--- config.mk ---
export PLATFORM = sky130hd
export DESIGN_NAME = mailbox_register_block_top
export DESIGN_NICKNAME = d
export VERILOG_FILES = /design/src/hw/rtl/mbrb_pkg.sv /design/src/hw/rtl/mbrb_mbox_store.sv /design/src/hw/rtl/mailbox_register_block_top.sv
export SDC_FILE = /design/constraint.sdc
export NUM_CORES = 1
export LEC_CHECK = 0
export BUFFER_PORTS_ARGS = -buffer_cell sky130_fd_sc_hd__buf_4
export CAP_MARGIN = 25
export CORE_MARGIN = 2
export CORE_UTILIZATION = 39
export CTS_CLUSTER_SIZE = 24
export DETAILED_ROUTE_END_ITERATION = 16
export MAX_ROUTING_LAYER = met4
export PLACE_DENSITY = 0.63
export SLEW_MARGIN = 20
export SYNTH_ARGS = -nofsm -noshare
export SYNTH_HDL_FRONTEND = slang
export SYNTH_SLANG_ARGS = --single-unit
--- constraint.sdc ---
create_clock -name i_clk -period 4.2 [get_ports i_clk]
set_input_delay 0.42 -clock i_clk [delete_from_list [all_inputs] [get_ports i_clk]]
set_output_delay 0.42 -clock i_clk [all_outputs]
set_load 0.01 [all_outputs]
--- src/hw/rtl/mbrb_pkg.sv ---
`timescale 1ns / 1ps
`default_nettype none

package mbrb_pkg;

    localparam int MAILBOX_COUNT = 16;
    localparam int ADDR_W        = 6;
    localparam int DATA_W        = 16;
    localparam int BYTE_W        = 8;

    localparam logic [ADDR_W-1:0] ADDR_MAP0 = 6'o40;
    localparam logic [ADDR_W-1:0] ADDR_MAP1 = 6'o42;
    localparam logic [ADDR_W-1:0] ADDR_MASK = 6'o44;
    localparam logic [ADDR_W-1:0] ADDR_KICK = 6'o46;
    localparam logic [ADDR_W-1:0] ADDR_ENB  = 6'o50;
    localparam logic [ADDR_W-1:0] ADDR_PID  = 6'o54;
    localparam logic [ADDR_W-1:0] ADDR_XMT  = 6'o62;
    localparam logic [ADDR_W-1:0] ADDR_RCV  = 6'o64;

endpackage

`default_nettype wire

--- src/hw/rtl/mbrb_mbox_store.sv ---
`timescale 1ns / 1ps
`default_nettype none

module mbrb_mbox_store #(
    parameter int MAILBOX_COUNT = mbrb_pkg::MAILBOX_COUNT,
    parameter int IDX_W         = $clog2(MAILBOX_COUNT)
) (
    input  wire logic                        i_clk,
    input  wire logic                        i_rst_n,
    input  wire logic                        i_rd_en,
    input  wire logic                        i_wr_en,
    input  wire logic [IDX_W-1:0]            i_idx,
    input  wire logic [mbrb_pkg::DATA_W-1:0] i_wdata,
    output logic      [mbrb_pkg::DATA_W-1:0] o_rdata
);

    logic [mbrb_pkg::DATA_W-1:0] r_mem [MAILBOX_COUNT];
    logic [MAILBOX_COUNT-1:0]    r_vld;
    logic [mbrb_pkg::DATA_W-1:0] r_mem_q;
    logic                        r_vld_q;

    always_ff @(posedge i_clk) begin
        if (i_wr_en) begin
            r_mem[i_idx] <= i_wdata;
        end
        if (i_rd_en) begin
            r_mem_q <= r_mem[i_idx];
        end
    end

    // entries never written read as zero
    always_ff @(posedge i_clk) begin
        if (!i_rst_n) begin
            r_vld   <= '0;
            r_vld_q <= 1'b0;
        end else begin
            if (i_wr_en) begin
                r_vld[i_idx] <= 1'b1;
            end
            if (i_rd_en) begin
                r_vld_q <= r_vld[i_idx];
            end
        end
    end

    assign o_rdata = r_vld_q ? r_mem_q : '0;

endmodule

`default_nettype wire

--- src/hw/rtl/mailbox_register_block_top.sv ---
// An accepted transfer moves through the pending registers into the output registers;
// r_busy stalls the input after each accepted access, since the mailbox memory read is
// registered and the next access waits for it. A held output (i_stall) also stalls it.
// Reset: synchronous active-low i_rst_n clears the control registers, the busy flag, the
// mailbox valid bits and the output valid; mailboxes read as zero until written.
`timescale 1ns / 1ps
`default_nettype none

module mailbox_register_block_top #(
    parameter int MAILBOX_COUNT = mbrb_pkg::MAILBOX_COUNT
) (
    input  wire logic                          i_clk,
    input  wire logic                          i_rst_n,
    input  wire logic                          i_valid,
    output logic                               o_stall,
    input  wire logic                          i_opcode,
    input  wire logic                          i_byte_write,
    input  wire logic [mbrb_pkg::ADDR_W-1:0]   i_address,
    input  wire logic [mbrb_pkg::DATA_W-1:0]   i_write_data,
    output logic                               o_valid,
    input  wire logic                          i_stall,
    output logic      [mbrb_pkg::DATA_W-1:0]   o_read_data,
    output logic                               o_irq
);

    localparam int IDX_W = $clog2(MAILBOX_COUNT);
    localparam int AW    = mbrb_pkg::ADDR_W;
    localparam int DW    = mbrb_pkg::DATA_W;
    localparam int BW    = mbrb_pkg::BYTE_W;
    localparam logic [AW:0] MB_SPAN = (AW+1)'(2 * MAILBOX_COUNT);

    logic          w_acc;
    logic          w_mb_hit;
    logic [IDX_W-1:0] w_idx;
    logic [DW-1:0] w_mb_rdata;

    logic [DW-1:0] r_map0, r_map1, r_mask, r_enb, r_pid, r_xmt, r_rcv;
    logic [DW-1:0] n_map0, n_map1, n_mask, n_enb, n_pid, n_xmt, n_rcv;
    logic [DW-1:0] n_rd;

    logic          r_busy;
    logic          r_pend_mb;
    logic [DW-1:0] r_pend_rd;
    logic          r_pend_irq;

    logic          r_out_valid;
    logic [DW-1:0] r_out_rd;
    logic          r_out_irq;

    assign o_stall = r_busy || (r_out_valid && i_stall);
    assign w_acc   = i_valid && !o_stall;

    assign w_mb_hit = !i_address[0] && ({1'b0, i_address} < MB_SPAN);
    assign w_idx    = i_address[IDX_W:1];

    always_comb begin
        n_map0 = r_map0;
        n_map1 = r_map1;
        n_mask = r_mask;
        n_enb  = r_enb;
        n_pid  = r_pid;
        n_xmt  = r_xmt;
        n_rcv  = r_rcv;
        n_rd   = '0;
        if (w_mb_hit) begin
            if (i_opcode) begin
                n_xmt = r_xmt | (DW'(1) << w_idx);
            end else begin
                n_xmt = r_xmt & ~(DW'(1) << w_idx);
            end
        end else begin
            case (i_address)
                mbrb_pkg::ADDR_MAP0: begin
                    if (i_opcode) begin
                        n_map0[BW-1:0] = i_write_data[BW-1:0];
                        if (!i_byte_write) begin
                            n_map0[DW-1:BW] = i_write_data[DW-1:BW];
                        end
                    end else begin
                        n_rd = r_map0;
                    end
                end
                mbrb_pkg::ADDR_MAP1: begin
                    if (i_opcode) begin
                        n_map1[BW-1:0] = i_write_data[BW-1:0];
                        if (!i_byte_write) begin
                            n_map1[DW-1:BW] = i_write_data[DW-1:BW];
                        end
                    end else begin
                        n_rd = r_map1;
                    end
                end
                mbrb_pkg::ADDR_MASK: begin
                    if (i_opcode) n_mask = i_write_data; else n_rd = r_mask;
                end
                mbrb_pkg::ADDR_KICK: begin
                    n_rd = '0;
                end
                mbrb_pkg::ADDR_ENB: begin
                    if (i_opcode) n_enb = i_write_data; else n_rd = r_enb;
                end
                mbrb_pkg::ADDR_PID: begin
                    if (i_opcode) n_pid = i_write_data; else n_rd = r_pid;
                end
                mbrb_pkg::ADDR_XMT: begin
                    if (i_opcode) n_xmt = i_write_data; else n_rd = r_xmt;
                end
                mbrb_pkg::ADDR_RCV: begin
                    if (i_opcode) n_rcv = i_write_data; else n_rd = r_rcv;
                end
                default: begin
                    n_rd = '0;
                end
            endcase
        end
    end

    mbrb_mbox_store #(
        .MAILBOX_COUNT (MAILBOX_COUNT),
        .IDX_W         (IDX_W)
    ) u_store (
        .i_clk   (i_clk),
        .i_rst_n (i_rst_n),
        .i_rd_en (w_acc && w_mb_hit && !i_opcode),
        .i_wr_en (w_acc && w_mb_hit && i_opcode),
        .i_idx   (w_idx),
        .i_wdata (i_write_data),
        .o_rdata (w_mb_rdata)
    );

    always_ff @(posedge i_clk) begin
        if (!i_rst_n) begin
            r_map0      <= '0;
            r_map1      <= '0;
            r_mask      <= '0;
            r_enb       <= '0;
            r_pid       <= '0;
            r_xmt       <= '0;
            r_rcv       <= '0;
            r_busy      <= 1'b0;
            r_out_valid <= 1'b0;
        end else begin
            if (w_acc) begin
                r_map0 <= n_map0;
                r_map1 <= n_map1;
                r_mask <= n_mask;
                r_enb  <= n_enb;
                r_pid  <= n_pid;
                r_xmt  <= n_xmt;
                r_rcv  <= n_rcv;
            end
            r_busy <= w_acc;
            if (r_busy) begin
                r_out_valid <= 1'b1;
            end else if (!i_stall) begin
                r_out_valid <= 1'b0;
            end
        end
    end

    always_ff @(posedge i_clk) begin
        if (w_acc) begin
            r_pend_mb  <= w_mb_hit && !i_opcode;
            r_pend_rd  <= n_rd;
            r_pend_irq <= |(n_xmt & n_mask);
        end
        if (r_busy) begin
            r_out_rd  <= r_pend_mb ? w_mb_rdata : r_pend_rd;
            r_out_irq <= r_pend_irq;
        end
    end

    assign o_valid     = r_out_valid;
    assign o_read_data = r_out_rd;
    assign o_irq       = r_out_irq;

endmodule

`default_nettype wire

==> results of run 1 <==
[per-layer routing]
layer  vias up  track usage
met2       439        0.305
met4         0       0.0562
met1      5688        0.282
met5         -            -
met3        71       0.0362
li1       4922            -
[power breakdown]
part           internal, uW  switching (uW)  leakage (uW)
combinational           158             259       0.00187
sequential             4650            24.5       0.00384
clock                  2290            1640      0.000708
[cells by family after synthesis]
family | Yosys count
AOI/OAI and AO/OA | 284
xor gates and xnor gates | 1
buffers and inverters | 126
DFF | 438
muxes | 107
and+or+nand+nor | 324
[cell type report]
cell class | instances | area share
inverter | 20 | 0.00367
tap | 600 | 0.0367
timing repair buffer | 88 | 0.0336
sequential | 438 | 0.579
multi-input combinational | 716 | 0.276
clock inverter | 12 | 0.00667
clock buffer | 71 | 0.0648
[through the flow]
| step | std cells | total power (uW) | util | cell area, sq um | hold slack (ns) |
|---|---|---|---|---|---|
| 3_5_place_dp | 1861 | 5180 | 0.418 | 19000 | 0.448 |
| 3_3_place_gp | 1860 | 5180 | 0.418 | 19000 | 0.441 |
| 4_1_cts | 1944 | 9110 | 0.451 | 20400 | 0.0638 |
| 5_1_grt | 1945 | 9290 | 0.451 | 20500 | 0.0816 |
| 2_1_floorplan | 1280 | 5010 | - | 18000 | 0.400 |
| 6_report | 1945 | 9030 | 0.451 | 20500 | 0.0843 |
[final timing paths]
kind	to	slack [ns]	depth (start not counted)
worst min register to register	u_store.r_vld[10]$_SDFFE_PN0P_	0.46	1
worst max register to register	u_store.r_mem[14][11]$_DFFE_PP_	1.39	7
worst max-delay path	r_pend_irq$_DFFE_PN_	1.36	7
worst min-delay path	r_busy$_SDFF_PN0_	0.08	2
[cells in the final DEF, fill, tap and decap left out, drive strengths merged, types with 2 or more instances in the layout]
| master | count |
|---|---|
| clkbuf | 71 |
| o21ai | 58 |
| bufinv | 2 |
| edfxtp | 307 |
| mux4 | 85 |
| or4b | 5 |
| o21a | 17 |
| o311ai | 4 |
| clkinv | 9 |
| nand4bb | 3 |
| nand2b | 6 |
| nand3b | 2 |
| and2 | 8 |
| nand4b | 2 |
| o221ai | 7 |
| nand3 | 9 |
| a22oi | 33 |
| nor2b | 2 |
| nand2 | 217 |
| and3 | 6 |
| o22ai | 9 |
| dfxtp | 131 |
| mux2i | 19 |
| a222oi | 16 |
| mux2 | 3 |
| a21boi | 99 |
| or3 | 3 |
| nor2 | 36 |
| buf | 88 |
| a31oi | 17 |
| a21oi | 15 |
| or4 | 4 |
| inv | 21 |
| nor3 | 14 |
==> results.cfg, run 1 <==
[synth]
syn_area_sq_um = 18000
ys_ff_latch = 438
synth_mux_area_frac = 0.119
async_reset_ff_frac = 0
synth_top_area_share = 0.514
synth-xor-area-share = 0.000488
seq_area_frac_synth = 0.660
synth_compound_area_frac = 0.111
synth_top_family_by_area = multiplexers
ys.flop_type = edfxtp_1
synthSimpleGateAreaFrac = 0.0806
synth_warnings = 0
synth.distinct_cells = 59
yosysTopAreaCell = edfxtp_1
synthAdderAreaFrac = 0
synthCells = 1280
synth_area_leaders = edfxtp_1 51%, dfxtp_1 15%, mux4_2 11%
synth_edf_count = 307
syn-num-nets = 1308
synthTopCellsByCount = 307 x edfxtp_1, 217 x nand2_1, 131 x dfxtp_1
synth_most_common_cell = edfxtp_1
avgSynthCellArea_sq_um = 14.0

[clocking]
htree_levels = 2
postCtsHoldBufs = 0
cts_buffers = 45
cts_sinks = 438
insertion_delay_ns = 0.59
post_cts.repair.setup_buffers = 0
cts_buffer_depth = 3
post_cts_resized = 0
clkTransAtPathRegs_ns = 0.06
clockRootBuffer = clkbuf_16
cts_tree = yes

[timing]
finalSetupViolCount = 0
hold_viol = 0
fmax_mhz = 352
period_needed_ns = 2.84
rsz0062_at_grt = no
max_slew_margin = 0.359
fin_setup_tns_ns = 0
finalCritPeriodShare = 0.676
worst_pin_slew_ns = 0.961
setup_ws_ns = 1.36
skew_ns = 0.0198
slew_viol_final = 0

[global_route]
grt_usage = 0.202
grt_max_degree = 78
first_global_vias = 10884
overflow = 0
grt_antenna_before_repair = 0
grt_pass1_wl_mm = 69.6

[route]
wl_per_cell_um = 23.8
dr_wl_met3_mm = 3.28
routedLengthMet1_mm = 20.5
drt-initial-drc-count = 1239
route.top_layer_used = met4
drc = 0
viasPerCell = 5.72
vias = 11120
drt-total-wl_mm = 46.3
drt_first_pass_iters = 5
routed-wl-met2_mm = 21.5
antenna_left = 0

[setup_path]
crit_required_ns = 4.51
cp-startpoint = i_address[3]
crit_arrival_ns = 3.15
crit_buf_inv = 1
cp_top_family = simple AND/OR/NAND/NOR gates
cp_max_fo = 37
startpoint_type = primary input
r2r-start = r_busy$_SDFF_PN0_
cp_slowest_cell = buf_4
crit_type = in2reg
cp-end-kind = flop
crit_chain = buf_4, and4bb_2, nand2_1, o311ai_1, o221ai_1, or4b_1, or4_1
slowest_delay_ns = 0.51

[floorplan]
die-area_sq_um = 47800
initial_utilization = 0.396
fp-row-count = 78
pin_count = 47
core_sq_um = 45400
die_h_um = 219
die_w_um = 219

[cells_and_area]
nFillCells = 3968
multi_input_area_sq_um = 5640
syn_to_final_growth_pct = 14.0
top_register = u_store.r_mem
largest_reg_flops = 256
diodes = 0
fin_nets = 1337
layout-drive-gt1-share = 0.197
seq_area_sq_um = 11800

[min_path]
hold_start = i_valid
hold_path_class = in2reg

[place]
port_buffers = 46
hpwlAfterDp_mm = 28.2
routabilityCongestion = 0.915
pre_cts_ws_ns = 0.821

[pwr]
p_leak_uw = 0.00642
p_per_area_nw_per_um2 = 441
ir_worst_vdd_mv = 0.334

[job]
maxCapViolCount = 0

[run_status]
status = complete, no violations
No activity file was read; power rests on OpenSTA's default activity.
==> inputs of run 2 (changes only) <==
Clock period 4.2 ns to 2.5 ns, I/O delays scaled along.
==> run 2 against run 1 <==
- clock skew up 0.0095 ns
- global-route usage up 1.6 points
- count of clock-buffer cells in the layout down 7
- worst setup slack worse by 1.2 ns
- via count up 3.9%
- hold slack worse by 0.033 ns
- register-to-register slack worse by 1.2 ns
- critical path type is now reg2reg
- critical endpoint unchanged
==> results.cfg, run 2 (synthesis gave the netlist of run 1 again) <==
[run_status]
status = complete, no violations

[timing]
slew_viol_final = 0
finalSetupViolCount = 0
finalCritPeriodShare = 0.937
max_slew_margin = 0.411
period_needed_ns = 2.34
rsz0062_at_grt = no
worst_pin_slew_ns = 0.872
skew_ns = 0.0292
fmax_mhz = 427
hold_viol = 0

[route]
dr_wl_met3_mm = 4.04
routed-wl-met2_mm = 22.8
viasPerCell = 5.64
drt_first_pass_iters = 6
wl_per_cell_um = 24.2
drc = 0
drt-initial-drc-count = 1470
antenna_left = 0
vias = 11558
routedLengthMet1_mm = 21.6
route.top_layer_used = met4
drt-total-wl_mm = 49.7

[place]
dpl-instance-area_sq_um = 20100
routabilityCongestion = 0.931
port_buffers = 46
hpwlAfterDp_mm = 32.7
placed_cells = 1964

[pwr]
p_leak_uw = 0.00701
ir_worst_vdd_mv = 0.490
p_per_area_nw_per_um2 = 707
power_uw = 15300

[floorplan]
die_w_um = 219
initial_utilization = 0.396
die_h_um = 219
fp-row-count = 78
core_sq_um = 45400
die-area_sq_um = 47800
pin_count = 47

[cells_and_area]
utilization = 0.476
fin_nets = 1442
final_cell_mix = 307 x edfxtp_1, 217 x nand2_1, 170 x buf_4, 130 x dfxtp_1, 93 x a21boi_0
layout-drive-gt1-share = 0.257
multi_input_area_sq_um = 5750
seq_area_sq_um = 11800
top_register = u_store.r_mem
largest_reg_flops = 256
postLayoutCellArea_sq_um = 21600
layout.cells.non_filler = 2051
nFillCells = 3921
syn_to_final_growth_pct = 20.2
diodes = 0
final_common_cell = edfxtp_1

[setup_path]
crit_type = reg2reg
startpoint_type = flop
cp-end-kind = flop
cp_slowest_cell = o311ai_0
crit_arrival_ns = 2.66
cp_top_family = compound AO/OA/AOI/OAI gates
reg2reg_slack_ns = 0.16
crit_buf_inv = 0
crit_required_ns = 2.82
crit_chain = o311ai_0, nor2_1, a211o_1, or4_1
cp_max_fo = 3
slowest_delay_ns = 0.80

[global_route]
first_global_vias = 11290
grt_max_degree = 60
grt_usage = 0.218
overflow = 0
grt_antenna_before_repair = 1
grt_pass1_wl_mm = 73.7

[clocking]
htree_levels = 2
clkTransAtPathRegs_ns = 0.06
clockRootBuffer = clkbuf_16
cts_sinks = 438
cts_tree = yes
post_cts.repair.setup_buffers = 0
insertion_delay_ns = 0.60
cts_buffers = 46
cts_buffer_depth = 3

[job]
maxCapViolCount = 0

[min_path]
hold_path_class = in2reg
## run 2: worst paths after layout
kind | from | to | cells past startpoint
hold reg to reg | r_rcv[8]$_SDFFE_PN0P_ | r_rcv[8]$_SDFFE_PN0P_ | 2
hold / removal | i_write_data[5] | u_store.r_mem[7][5]$_DFFE_PP_ | 1
setup / recovery | r_xmt[14]$_SDFFE_PN0N_ | r_pend_irq$_DFFE_PN_ | 4
setup reg to reg | r_xmt[14]$_SDFFE_PN0N_ | r_pend_irq$_DFFE_PN_ | 4
## run 2: area by class of cell
| class | count | area share |
|---|---|---|
| Tap cell | 600 | 0.0348 |
| Clock inverter | 21 | 0.0101 |
| Multi-Input combinational cell | 716 | 0.266 |
| Timing Repair Buffer | 192 | 0.0786 |
| Sequential cell | 438 | 0.549 |
| Clock buffer | 64 | 0.0579 |
| Inverter | 20 | 0.00348 |
## run 2: timing repair
item	4_1_cts	5_1_grt
setup endpoints to repair	0	48
hold endpoints to repair	2	0
hold buffers	2	0
gates resized for setup	0	1
## run 2: power breakdown
group | leakage (uW) | total, uW | internal (uW) | switching (uW)
Clock | 0.000707 | 6570 | 3740 | 2830
Combinational | 0.00246 | 838 | 345 | 493
Sequential | 0.00384 | 7850 | 7810 | 35.2
## run 2: metal layers
metal	vias up	GRT usage
met3	81	0.0457
met5	-	-
met1	5868	0.299
met4	0	0.0646
li1	5146	-
met2	463	0.328
## run 2: per-stage QoR
step	hold slack [ns]	TNS, ns	setup WS, ns
6_report	0.0510	0	0.156
5_1_grt	0.0439	0	0.161
4_1_cts	0.0271	0	0.0987
3_5_place_dp	0.446	-2.35	-0.198
3_3_place_gp	0.442	-2.47	-0.187
2_1_floorplan	0.349	-0.0751	-0.0751
==> inputs of run 3 (changes only) <==
Settings changed: ABC_AREA from default to 1.
==> run 3 against run 2 <==
- hold slack worse by 0.015 ns
- utilization fell by 2.0 points
- first-iteration DRC count down 17%
- clock power hardly changed
- synthesized cell count rose by 34%
- count of clock-buffer cells in the layout decreased by 5
- design area decreased by 4.1%
- largest cell class unchanged
- sequential cell count is the same
- sequential share of layout area is 2.3 points higher
- worst setup slack better by 0.13 ns
- register-to-register slack better by 0.21 ns
- non-clock buffer count shrank 85
- critical endpoint is now u_store.r_mem[15][0]$_DFFE_PP_
==> results.cfg, run 3 <==
[pwr]
p_int_uw = 12000
power_switching_uw = 3460
p_comb_frac = 0.064
p_leak_uw = 0.00765
ir_worst_vdd_mv = 0.426
pwr-share-clk = 0.424
p_per_area_nw_per_um2 = 745
swShare = 0.224
pwr-share-seq = 0.513

[clocking]
cts_buffer_depth = 3
clockRootBuffer = clkbuf_16
clkTransAtPathRegs_ns = 0.06
cts_buffers = 44
insertion_delay_ns = 0.55
cts_sinks = 438
htree_levels = 2
cts_tree = yes

[floorplan]
die-area_sq_um = 48000
core_sq_um = 45500
die_w_um = 219
pin_count = 47
die_h_um = 219
fp-row-count = 78
initial_utilization = 0.396

[setup_path]
crit_arrival_ns = 2.42
rr_endpoint = u_store.r_mem[15][0]$_DFFE_PP_
r2r-start = o_valid$_SDFFE_PN0P_
cp_max_fo = 17
cp-end-kind = flop
crit_type = in2reg
reg2reg_slack_ns = 0.37
startpoint_type = primary input
crit_required_ns = 2.71
rr_worst_depth = 6

[synth]
avgSynthCellArea_sq_um = 10.5
async_reset_ff_frac = 0
synth_edf_count = 307
synth.distinct_cells = 27
ys_ff_latch = 438
ys.flop_type = edfxtp_1
synthTopCellsByCount = 319 x nand2_1, 307 x edfxtp_1, 148 x o21ai_0
synth_area_leaders = edfxtp_1 51%, dfxtp_1 15%, nand2_1 6.6%
syn-num-nets = 1748
synth_top_area_share = 0.511
synth_most_common_cell = nand2_1
syn_area_sq_um = 18000
synthCells = 1720
synth_warnings = 0
seq_area_frac_synth = 0.657
yosysTopAreaCell = edfxtp_1

[timing]
hold_viol = 0
slew_viol_final = 0
skew_ns = 0.0157
rsz0062_at_grt = no
period_needed_ns = 2.21
finalSetupViolCount = 0
max_slew_margin = 0.461
fmax_mhz = 452
finalCritPeriodShare = 0.885
fin_setup_tns_ns = 0
worst_hold_slack_ns = 0.0355
worst_pin_slew_ns = 0.807

[cells_and_area]
largest_reg_flops = 256
final_cell_mix = 319 x nand2_1, 307 x edfxtp_1, 148 x o21ai_0, 134 x a22oi_1, 131 x dfxtp_1
utilization = 0.455
top_register = u_store.r_mem
final_common_cell = nand2_1
layout-drive-gt1-share = 0.119
fin_nets = 1786
syn_to_final_growth_pct = 14.9
layout.cells.non_filler = 2394

[min_path]
min_path_cells = 1
hold_path_class = in2reg
hold_start = i_write_data[9]
whs_endpoint = u_store.r_mem[11][9]$_DFFE_PP_

[route]
drc = 0
vias = 13082
viasPerCell = 5.46
antenna_left = 0
drt_first_pass_iters = 5
drt-total-wl_mm = 47.3
drt-initial-drc-count = 1215
wl_per_cell_um = 19.7

[global_route]
first_global_vias = 12407
grt_usage = 0.205
overflow = 0
grt_max_degree = 73
grt_pass1_wl_mm = 73.3
grt_antenna_before_repair = 1

[place]
placed_cells = 2310
routabilityCongestion = 0.870
port_buffers = 46
hpwlAfterDp_mm = 30.0

[run_status]
status = complete, no violations

[job]
maxCapViolCount = 0
[run 3: logic make-up (layout without fill, tap and decap cells)]
| family | Yosys count | count (layout) | share of synthesized area |
|---|---|---|---|
| AOI/OAI and AO/OA | 432 | 432 | 0.148 |
| buffers and inverters | 235 | 308 | 0.0509 |
| DFF | 438 | 438 | 0.657 |
| other | 0 | 1 | 0 |
| and+or+nand+nor | 615 | 615 | 0.144 |
[run 3: worst max path at each step]
stage                 startpoint  slack [ns]  cells past startpoint                               to
2_1_floorplan  r_busy$_SDFF_PN0_       -0.16                      7   u_store.r_mem[11][0]$_DFFE_PP_
3_3_place_gp             i_stall        0.31                      9          r_map1[12]$_SDFFE_PN0P_
3_5_place_dp             i_stall        0.22                      9          r_map1[11]$_SDFFE_PN0P_
4_1_cts                  i_stall        0.21                     10          r_map1[11]$_SDFFE_PN0P_
5_1_grt                  i_stall        0.12                      8  u_store.r_mem[14][13]$_DFFE_PP_
6_report                 i_stall        0.29                      8   u_store.r_mem[15][0]$_DFFE_PP_
[run 3: stage by stage]
step / setup slack, ns / cell area [sq um] / total power, uW
detailed placement: 0.215 / 19200 / 9040
global route: 0.124 / 20700 / 15900
floorplan: -0.163 / 18000 / 8620
finish: 0.287 / 20700 / 15400
CTS: 0.210 / 20700 / 15500
global placement: 0.306 / 19200 / 9020
[run 3: what timing repair did]
item | CTS | global route
endpoints found under the setup margin | 0 | 6
endpoints found under the hold margin | 1 | 0
gates resized for setup | 0 | 1
setup buffers | 0 | 0
hold buffers | 1 | 0
[run 3: per-layer routing]
| metal | share of wire | GRT usage | vias to the layer above |
|---|---|---|---|
| li1 | - | - | 6214 |
| met1 | 0.43 | 0.271 | 6285 |
| met2 | 0.47 | 0.323 | 501 |
| met3 | 0.064 | 0.0261 | 82 |
| met4 | 0.034 | 0.0773 | 0 |
| met5 | 0 | - | - |
[run 3: critical path: stages]
cell	delay [ns]
dlygate4sd3_1	0.54
buf_4	0.13
a21oi_1	0.24
nand2_1	0.20
nor3_1	0.17
inv_1	0.36
nor2_2	0.17
buf_4	0.34
[run 3: layout make-up]
class,instances,area [sq um]
multi-input combinational,1047,5340
tap,600,751
antenna,1,2.50
clock inverter,22,194
inverter,120,450
fill,4205,24800
timing repair buffer,107,872
clock buffer,59,1250
sequential,438,11800
[run 3: power groups by stage]
stage | combinational, uW | clock [uW] | sequential, uW
final | 982 | 6540 | 7910
after global routing | 1090 | 6930 | 7910
after CTS | 976 | 6640 | 7910
after detailed placement | 971 | 0 | 8070
after global placement | 954 | 0 | 8060
after floorplan | 567 | 0 | 8060
